$ cat src/rtl/wia_pkg.sv
// Package for the multiword integer ALU.
// Holds the transfer payload types, the command codes and the arithmetic unit controls.
// No dependencies.
`default_nettype none

package wia_pkg;

   localparam int WORD_COUNT_DEF = 8;
   localparam int WORD_WIDTH_DEF = 32;
   localparam int FIELD_W        = 32;
   localparam int CMD_W          = 3;

   localparam logic [CMD_W-1:0] CMD_COPY = 3'd0;
   localparam logic [CMD_W-1:0] CMD_NOT  = 3'd1;
   localparam logic [CMD_W-1:0] CMD_INC  = 3'd2;
   localparam logic [CMD_W-1:0] CMD_DEC  = 3'd3;
   localparam logic [CMD_W-1:0] CMD_NEG  = 3'd4;
   localparam logic [CMD_W-1:0] CMD_ADD  = 3'd5;
   localparam logic [CMD_W-1:0] CMD_SUB  = 3'd6;
   localparam logic [CMD_W-1:0] CMD_MUL  = 3'd7;

   localparam int ACC_OP_W = 3;
   localparam logic [ACC_OP_W-1:0] ACC_HOLD      = 3'd0;
   localparam logic [ACC_OP_W-1:0] ACC_INIT      = 3'd1;
   localparam logic [ACC_OP_W-1:0] ACC_ADD_WORDS = 3'd2;
   localparam logic [ACC_OP_W-1:0] ACC_ADD_PROD  = 3'd3;
   localparam logic [ACC_OP_W-1:0] ACC_SHIFT     = 3'd4;

   typedef struct packed {
      logic [CMD_W-1:0]   command;
      logic [FIELD_W-1:0] a_word;
      logic [FIELD_W-1:0] b_word;
      logic               last_word;
   } req_type;

   typedef struct packed {
      logic [FIELD_W-1:0] result_word;
      logic               last_result;
   } rsp_type;

   typedef struct packed {
      logic                load_prod;
      logic [ACC_OP_W-1:0] acc_op;
   } arith_ctrl_type;

endpackage

`default_nettype wire

$ cat src/rtl/wia_operand_store.sv
// Operand stores for A and B with a fill count; unfilled words read as zero.
// Depends on wia_pkg for the default parameter values.
`default_nettype none

module wia_operand_store #(
   parameter int WORD_COUNT = wia_pkg::WORD_COUNT_DEF,
   parameter int WORD_WIDTH = wia_pkg::WORD_WIDTH_DEF
) (
   input  wire logic                          clock,
   input  wire logic                          reset,
   input  wire logic                          wr_en,
   input  wire logic [WORD_WIDTH-1:0]         wr_a,
   input  wire logic [WORD_WIDTH-1:0]         wr_b,
   input  wire logic                          clear,
   input  wire logic [$clog2(WORD_COUNT)-1:0] rd_a_idx,
   input  wire logic [$clog2(WORD_COUNT)-1:0] rd_b_idx,
   output logic      [WORD_WIDTH-1:0]         rd_a,
   output logic      [WORD_WIDTH-1:0]         rd_b
);

   localparam int IDX_W = $clog2(WORD_COUNT);
   localparam int CNT_W = IDX_W + 1;

   logic [WORD_WIDTH-1:0] a_ff [WORD_COUNT];
   logic [WORD_WIDTH-1:0] b_ff [WORD_COUNT];
   logic [CNT_W-1:0]      count_ff;
   logic [CNT_W-1:0]      count_in;
   logic                  full;
   logic                  do_write;

   assign full     = (count_ff == CNT_W'(WORD_COUNT));
   assign do_write = wr_en && !full;

   always_comb begin
      count_in = count_ff;
      if (clear) begin
         count_in = '0;
      end else if (do_write) begin
         count_in = count_ff + CNT_W'(1);
      end
   end

   always_ff @(posedge clock) begin
      if (reset) begin
         count_ff <= '0;
      end else begin
         count_ff <= count_in;
      end
   end

   always_ff @(posedge clock) begin
      if (do_write) begin
         a_ff[count_ff[IDX_W-1:0]] <= wr_a;
         b_ff[count_ff[IDX_W-1:0]] <= wr_b;
      end
   end

   assign rd_a = ({1'b0, rd_a_idx} < count_ff) ? a_ff[rd_a_idx] : '0;
   assign rd_b = ({1'b0, rd_b_idx} < count_ff) ? b_ff[rd_b_idx] : '0;

endmodule

`default_nettype wire

$ cat src/rtl/wia_arith_unit.sv
// Shared arithmetic unit: one word multiplier with a registered product and a wide accumulator.
// Depends on wia_pkg for the control struct and the accumulator operation codes.
`default_nettype none

module wia_arith_unit #(
   parameter int WORD_COUNT = wia_pkg::WORD_COUNT_DEF,
   parameter int WORD_WIDTH = wia_pkg::WORD_WIDTH_DEF
) (
   input  wire logic                    clock,
   input  wire wia_pkg::arith_ctrl_type ctrl,
   input  wire logic                    init_carry,
   input  wire logic [WORD_WIDTH-1:0]   op_x,
   input  wire logic [WORD_WIDTH-1:0]   op_y,
   output logic      [WORD_WIDTH-1:0]   acc_word
);

   localparam int PROD_W = 2 * WORD_WIDTH;
   localparam int ACC_W  = PROD_W + $clog2(WORD_COUNT) + 1;

   logic [PROD_W-1:0] prod_ff;
   logic [ACC_W-1:0]  acc_ff;
   logic [ACC_W-1:0]  acc_in;

   always_ff @(posedge clock) begin
      if (ctrl.load_prod) begin
         prod_ff <= PROD_W'(op_x) * PROD_W'(op_y);
      end
   end

   always_comb begin
      case (ctrl.acc_op)
         wia_pkg::ACC_INIT:      acc_in = ACC_W'(init_carry);
         wia_pkg::ACC_ADD_WORDS: acc_in = acc_ff + ACC_W'(op_x) + ACC_W'(op_y);
         wia_pkg::ACC_ADD_PROD:  acc_in = acc_ff + ACC_W'(prod_ff);
         wia_pkg::ACC_SHIFT:     acc_in = acc_ff >> WORD_WIDTH;
         default:                acc_in = acc_ff;
      endcase
   end

   always_ff @(posedge clock) begin
      acc_ff <= acc_in;
   end

   assign acc_word = acc_ff[WORD_WIDTH-1:0];

endmodule

`default_nettype wire

$ cat src/rtl/wide_integer_alu_256_top.sv
// Top level of the multiword integer ALU: sequencer, operand stores and shared arithmetic unit.
// Depends on wia_pkg, wia_operand_store and wia_arith_unit.
//
// Operands arrive on the req_ channel, one word of A and one of B per transfer, least
// significant first. Words beyond WORD_COUNT are dropped and missing high words count
// as zero. The transfer with last_word set also carries the command and starts the
// operation; no other transfer produces a result.
// The rsp_ channel then delivers WORD_COUNT result words, least significant first, with
// last_result set on the most significant word. The result is taken modulo
// 2^(WORD_COUNT*WORD_WIDTH).
// Operand transfers are taken one per cycle while idle. After the last word, req_ready stays
// low while the sequencer drives the single accumulator: the add family runs an add step
// and an emit step per result word, and the multiply walks the product columns with one
// multiplier, loading and then adding each partial product before it emits the column's word.
// Results leave through an output register, so a stalled receiver holds the sequencer
// at the next result word without losing anything.
// Synchronous reset empties the operand stores and drops any operation in progress.
`default_nettype none

module wide_integer_alu_256_top #(
   parameter int WORD_COUNT = wia_pkg::WORD_COUNT_DEF,
   parameter int WORD_WIDTH = wia_pkg::WORD_WIDTH_DEF
) (
   input  wire logic             clock,
   input  wire logic             reset,
   input  wire logic             req_valid,
   output logic                  req_ready,
   input  wire wia_pkg::req_type req_payload,
   output logic                  rsp_valid,
   input  wire logic             rsp_ready,
   output wia_pkg::rsp_type      rsp_payload
);

   localparam int IDX_W = $clog2(WORD_COUNT);

   localparam logic [2:0] ST_IDLE     = 3'd0;
   localparam logic [2:0] ST_ADD_STEP = 3'd1;
   localparam logic [2:0] ST_MUL_PROD = 3'd2;
   localparam logic [2:0] ST_MUL_ADD  = 3'd3;
   localparam logic [2:0] ST_EMIT     = 3'd4;

   logic [2:0]                  state_ff, state_in;
   logic [wia_pkg::CMD_W-1:0]   cmd_ff, cmd_in;
   logic [IDX_W-1:0]            k_ff, k_in;
   logic [IDX_W-1:0]            i_ff, i_in;
   logic                        rsp_valid_ff, rsp_valid_in;
   wia_pkg::rsp_type            rsp_payload_ff;

   logic                        req_fire;
   logic                        out_free;
   logic                        emit_load;
   logic                        store_clear;
   logic                        init_carry;
   logic [IDX_W-1:0]            rd_a_idx, rd_b_idx;
   logic [WORD_WIDTH-1:0]       rd_a, rd_b;
   logic [WORD_WIDTH-1:0]       op_x, op_y;
   logic [WORD_WIDTH-1:0]       acc_word;
   wia_pkg::arith_ctrl_type     ctrl;
   logic                        last_col;

   assign req_ready = (state_ff == ST_IDLE);
   assign req_fire  = req_valid && req_ready;
   assign out_free  = !rsp_valid_ff || rsp_ready;
   assign last_col  = (k_ff == IDX_W'(WORD_COUNT - 1));

   wia_operand_store #(
      .WORD_COUNT (WORD_COUNT),
      .WORD_WIDTH (WORD_WIDTH)
   ) u_store (
      .clock    (clock),
      .reset    (reset),
      .wr_en    (req_fire),
      .wr_a     (req_payload.a_word[WORD_WIDTH-1:0]),
      .wr_b     (req_payload.b_word[WORD_WIDTH-1:0]),
      .clear    (store_clear),
      .rd_a_idx (rd_a_idx),
      .rd_b_idx (rd_b_idx),
      .rd_a     (rd_a),
      .rd_b     (rd_b)
   );

   wia_arith_unit #(
      .WORD_COUNT (WORD_COUNT),
      .WORD_WIDTH (WORD_WIDTH)
   ) u_arith (
      .clock      (clock),
      .ctrl       (ctrl),
      .init_carry (init_carry),
      .op_x       (op_x),
      .op_y       (op_y),
      .acc_word   (acc_word)
   );

   always_comb begin
      rd_a_idx = (state_ff == ST_ADD_STEP) ? k_ff : i_ff;
      rd_b_idx = (state_ff == ST_ADD_STEP) ? k_ff : k_ff - i_ff;
   end

   always_comb begin
      op_x = rd_a;
      op_y = rd_b;
      if (state_ff == ST_ADD_STEP) begin
         if (cmd_ff inside {wia_pkg::CMD_NOT, wia_pkg::CMD_NEG}) begin
            op_x = ~rd_a;
         end
         case (cmd_ff)
            wia_pkg::CMD_ADD: op_y = rd_b;
            wia_pkg::CMD_SUB: op_y = ~rd_b;
            wia_pkg::CMD_DEC: op_y = '1;
            default:          op_y = '0;
         endcase
      end
   end

   assign init_carry = req_payload.command inside
                       {wia_pkg::CMD_INC, wia_pkg::CMD_NEG, wia_pkg::CMD_SUB};

   always_comb begin
      state_in    = state_ff;
      cmd_in      = cmd_ff;
      k_in        = k_ff;
      i_in        = i_ff;
      emit_load   = 1'b0;
      store_clear = 1'b0;
      ctrl        = '{load_prod: 1'b0, acc_op: wia_pkg::ACC_HOLD};
      case (state_ff)
         ST_IDLE: begin
            if (req_fire && req_payload.last_word) begin
               cmd_in      = req_payload.command;
               k_in        = '0;
               i_in        = '0;
               ctrl.acc_op = wia_pkg::ACC_INIT;
               state_in    = (req_payload.command == wia_pkg::CMD_MUL) ?
                             ST_MUL_PROD : ST_ADD_STEP;
            end
         end
         ST_ADD_STEP: begin
            ctrl.acc_op = wia_pkg::ACC_ADD_WORDS;
            state_in    = ST_EMIT;
         end
         ST_MUL_PROD: begin
            ctrl.load_prod = 1'b1;
            state_in       = ST_MUL_ADD;
         end
         ST_MUL_ADD: begin
            ctrl.acc_op = wia_pkg::ACC_ADD_PROD;
            if (i_ff == k_ff) begin
               state_in = ST_EMIT;
            end else begin
               i_in     = i_ff + IDX_W'(1);
               state_in = ST_MUL_PROD;
            end
         end
         ST_EMIT: begin
            if (out_free) begin
               emit_load   = 1'b1;
               ctrl.acc_op = wia_pkg::ACC_SHIFT;
               i_in        = '0;
               if (last_col) begin
                  store_clear = 1'b1;
                  state_in    = ST_IDLE;
               end else begin
                  k_in     = k_ff + IDX_W'(1);
                  state_in = (cmd_ff == wia_pkg::CMD_MUL) ? ST_MUL_PROD : ST_ADD_STEP;
               end
            end
         end
         default: begin
            state_in = ST_IDLE;
         end
      endcase
   end

   assign rsp_valid_in = emit_load || (rsp_valid_ff && !rsp_ready);

   always_ff @(posedge clock) begin
      if (reset) begin
         state_ff     <= ST_IDLE;
         cmd_ff       <= wia_pkg::CMD_COPY;
         k_ff         <= '0;
         i_ff         <= '0;
         rsp_valid_ff <= 1'b0;
      end else begin
         state_ff     <= state_in;
         cmd_ff       <= cmd_in;
         k_ff         <= k_in;
         i_ff         <= i_in;
         rsp_valid_ff <= rsp_valid_in;
      end
   end

   always_ff @(posedge clock) begin
      if (emit_load) begin
         rsp_payload_ff.result_word <= wia_pkg::FIELD_W'(acc_word);
         rsp_payload_ff.last_result <= last_col;
      end
   end

   assign rsp_valid   = rsp_valid_ff;
   assign rsp_payload = rsp_payload_ff;

endmodule

`default_nettype wire

$ cat config.mk
export PLATFORM = sky130hd
export DESIGN_NAME = wide_integer_alu_256_top
export DESIGN_NICKNAME = d
export VERILOG_FILES = /design/src/rtl/wia_pkg.sv /design/src/rtl/wia_operand_store.sv /design/src/rtl/wia_arith_unit.sv /design/src/rtl/wide_integer_alu_256_top.sv
export SDC_FILE = /design/constraint.sdc
export NUM_CORES = 2
export LEC_CHECK = 0
export ABC_CLOCK_PERIOD_IN_PS = 28900
export BUFFER_PORTS_ARGS = -buffer_cell sky130_fd_sc_hd__buf_2
export CAP_MARGIN = 25
export CORE_ASPECT_RATIO = 1.2
export CORE_MARGIN = 1.5
export CORE_UTILIZATION = 50
export CTS_BUF_LIST = sky130_fd_sc_hd__clkbuf_4 sky130_fd_sc_hd__clkbuf_8
export DETAILED_ROUTE_END_ITERATION = 8
export PLACE_DENSITY = 0.66
export REMOVE_ABC_BUFFERS = 1
export SYNTH_ARGS = -nofsm -noshare
export SYNTH_HDL_FRONTEND = slang
export SYNTH_HIERARCHICAL = 1
export SYNTH_SLANG_ARGS = --single-unit
$ cat constraint.sdc
create_clock -name clock -period 28.9 [get_ports clock]
set_input_delay 2.89 -clock clock [delete_from_list [all_inputs] [get_ports clock]]
set_output_delay 2.89 -clock clock [all_outputs]
set_load 0.005 [all_outputs]
==> flow_summary.yaml <==
power:
  power.density_nw_per_um2: 72.2
  max-vdd-ir-drop_mv: 0.0990
  p_leak_nw: 31.4
synth:
  synth_area_leader_cell: "edfxtp_1"
  synth_top_family_by_area: "adder cells"
  yosysWarnings: 6
  ys_ff_latch: 694
  ys_top_cells_by_count: "inv_1, fa_1, edfxtp_1, nand2_1, and2_1"
  synthMuxAreaShare_pct: 3.96
  netlist_area_um2: 68900
  synthArstFlopShare_pct: 0
  yosys.area_share.simple_pct: 12.5
  synth_seq_area_share_pct: 30.0
  synth_compound_gate_area_share_pct: 8.33
  synthFlopType: "edfxtp_1"
  synth_edf_count: 677
  yosys.area.top_type_share_pct: 29.5
  yosysMostFrequentCell: "inv_1"
  netlist_instances: 6328
  synth-xor-area-share_pct: 2.73
  ys_types: 94
  syn_avg_cell_area_um2: 10.9
  synth.area.top_cells: "edfxtp_1, fa_1, ha_1"
  synth_adder_area_share_pct: 34.4
floorplanning:
  io-pin-count: 107
  fp.dieArea_um2: 140000
  rows: 149
  core_um2: 137000
  initial_core_util_pct: 50.2
  fp.dieH_um: 410
  fp.dieW_um: 342
layout:
  layoutNonFillerInstCount: 8169
  drive_above_1_share_pct: 8.08
  area_delta_synth_final_pct: 7.04
  fin_nets: 7674
timing:
  finalCriticalPeriod_ns: 12.92
  finalSetupTns_ns: 0
  fmax_ghz: 0.0774
  fin_skew_ns: 0.0893
  tightest_slew_ns: 1.10
  period_share_pct: 44.7
  slew_viol_final: 0
  hold_violations: 0
  slew_headroom_pct: 26.4
  rsz0062_at_grt: "false"
  setup_viol: 0
clock_network:
  clock_sinks: 694
  hold_buffers: 0
  clk_pin_slew_ns: 0.07
  postCtsSetupRepairBufs: 0
  cts_buffers: 109
  cts-root-buf: "clkbuf_8"
  clockBufferDepth: 3
  worstSkewPairLatency_ns: 0.91
  htreeDepth: 3
  cts_resized: 0
  cts_tree: "built"
worst_setup_path:
  critPathCaptureType: "register"
  critPathMostFrequentCell: "fa_1"
  cp_slowest_stage_delay_ns: 0.89
  rr_worst_depth: 39
  startpoint: "state_ff[2]"
  criticalPathCategory: "reg -> reg"
  r2r_start: "state_ff[2]"
  arrival_ns: 13.53
  crit_slowest_cell: "buf_4"
  cp.required_ns: 29.51
  critPathLaunchType: "register"
  critPathMaxFanout: 58
worst_hold_path:
  hp-start: "u_arith/acc_ff[0]"
  holdPathStages: 0
  hold_path.class: "reg -> reg"
drt:
  ant_nets: 0
  drcViolationCount: 0
  vias: 46700
  via_per_inst: 5.71
  wirelength_um: 185000
  first_pass_iters: 5
  wl_per_cell_um: 22.7
  drt_iter0_drc: 3151
placed_design:
  dpl.cell_count: 7968
  port-buffer-count: 106
  gp_congestion: 0.966
  hpwlAfterDp_um: 130000
global_routing:
  grt_max_degree: 66
  first_global_vias: 49800
  grt_pass1_wl_um: 289000
  overflow: 0
  grtUsageTotal_pct: 27.0
  antenna_found_initial: 16
outcome:
  status: "complete, no violations"
flow_run:
  maxCapViolCount: 0
[worst max-delay path, delay by kind of cell (launching register included)]
| kind | cells | cell delay (ns) |
|---|---|---|
| muxes | 1 | 0.26 |
| xor gates and xnor gates | 2 | 0.25 |
| AOI/OAI and AO/OA | 6 | 1.04 |
| buffers and inverters | 11 | 3.32 |
| adders and majority gates | 10 | 4.42 |
| and+or+nand+nor | 9 | 2.44 |
| DFF | 1 | 0.72 |
[cell families (layout without fill, tap and decap cells)]
kind of cell	Yosys count	count (layout)
and+or+nand+nor	1671	1671
adders and majority gates	1334	1334
buffers and inverters	1321	1343
AOI/OAI and AO/OA	821	821
DFF	694	694
muxes	272	272
xor gates and xnor gates	215	215
other	0	7
[final timing paths]
kind	to	slack (ns)
max	u_arith/prod_ff[56]	15.98
max reg2reg	u_arith/prod_ff[56]	15.98
min reg2reg	rsp_payload[1]	0.53
min	rsp_payload[1]	0.53
[sequential cells by signal (all words and copies together), names as in the netlist]
| signal | flops |
|---|---|
| u_store/a_ff | 256 |
| u_store/b_ff | 256 |
| u_arith/acc_ff | 68 |
| u_arith/prod_ff | 64 |
| rsp_payload | 33 |
| u_store/count_ff | 4 |
| cmd_ff | 3 |
| i_ff | 3 |
| k_ff | 3 |
| state_ff | 3 |
| rsp_valid | 1 |
[power breakdown]
group          switching (W)  leakage (nW)  internal, W
Combinational        0.00199          23.9      0.00115
Sequential         0.0000544          6.34      0.00123
Clock               0.000419          1.19     0.000473
Total                0.00247          31.4      0.00286
[layout by cell type, fill, tap and decap left out, types with 32 or more instances in the layout]
cell type    n
xnor2_1    111
and2_1     604
buf_4      106
xor2_4      32
mux2i_1    269
xor2_1      71
a21oi_1    191
a21o_1      77
fa_1       931
o21ai_0    104
nand3_1     44
a22oi_1    147
and3_1      86
inv_1      932
clkbuf_8   109
nand4_1     43
buf_2      106
edfxtp_1   677
ha_1       403
nand2_1    615
nor2_1     134
[per-layer routing]
metal | global-route usage, % | routed length [um] | share of wire, % | vias to the layer above
met5 | 0 | 46 | 0.025 | -
li1 | - | - | - | 20600
met3 | 3.67 | 10700 | 5.8 | 474
met4 | 12.3 | 8950 | 4.8 | 10
met2 | 46.6 | 92600 | 50 | 1592
met1 | 33.7 | 73000 | 39 | 24000
[area by class of cell]
type                    count  area (um^2)
well taps                1812         2270
inverters                 935         3510
clock buffers             135         1700
clock inverters            58          591
multi-input cells        4313        43600
repair buffers            215         1400
fillers                 11900        63300
flip-flops and latches    694        20700
diodes                      7         17.5
[through the flow]
stage / instance area, um^2 / setup WS (ns) / hold WS [ns] / utilization (%) / total power, W
final: 73700 / 15.98 / 0.532 / 53.8 / 0.00532
after global placement: 71300 / 16.22 / 0.512 / 52.1 / 0.00438
after global routing: 73700 / 15.33 / 0.547 / 53.8 / 0.00573
after CTS: 73700 / 15.99 / 0.534 / 53.8 / 0.00534
after floorplan: 66800 / 4.38 / 0.472 / - / 0.00344
after detailed placement: 71400 / 16.02 / 0.524 / 52.1 / 0.00442
(Power assumes the default switching activity.)
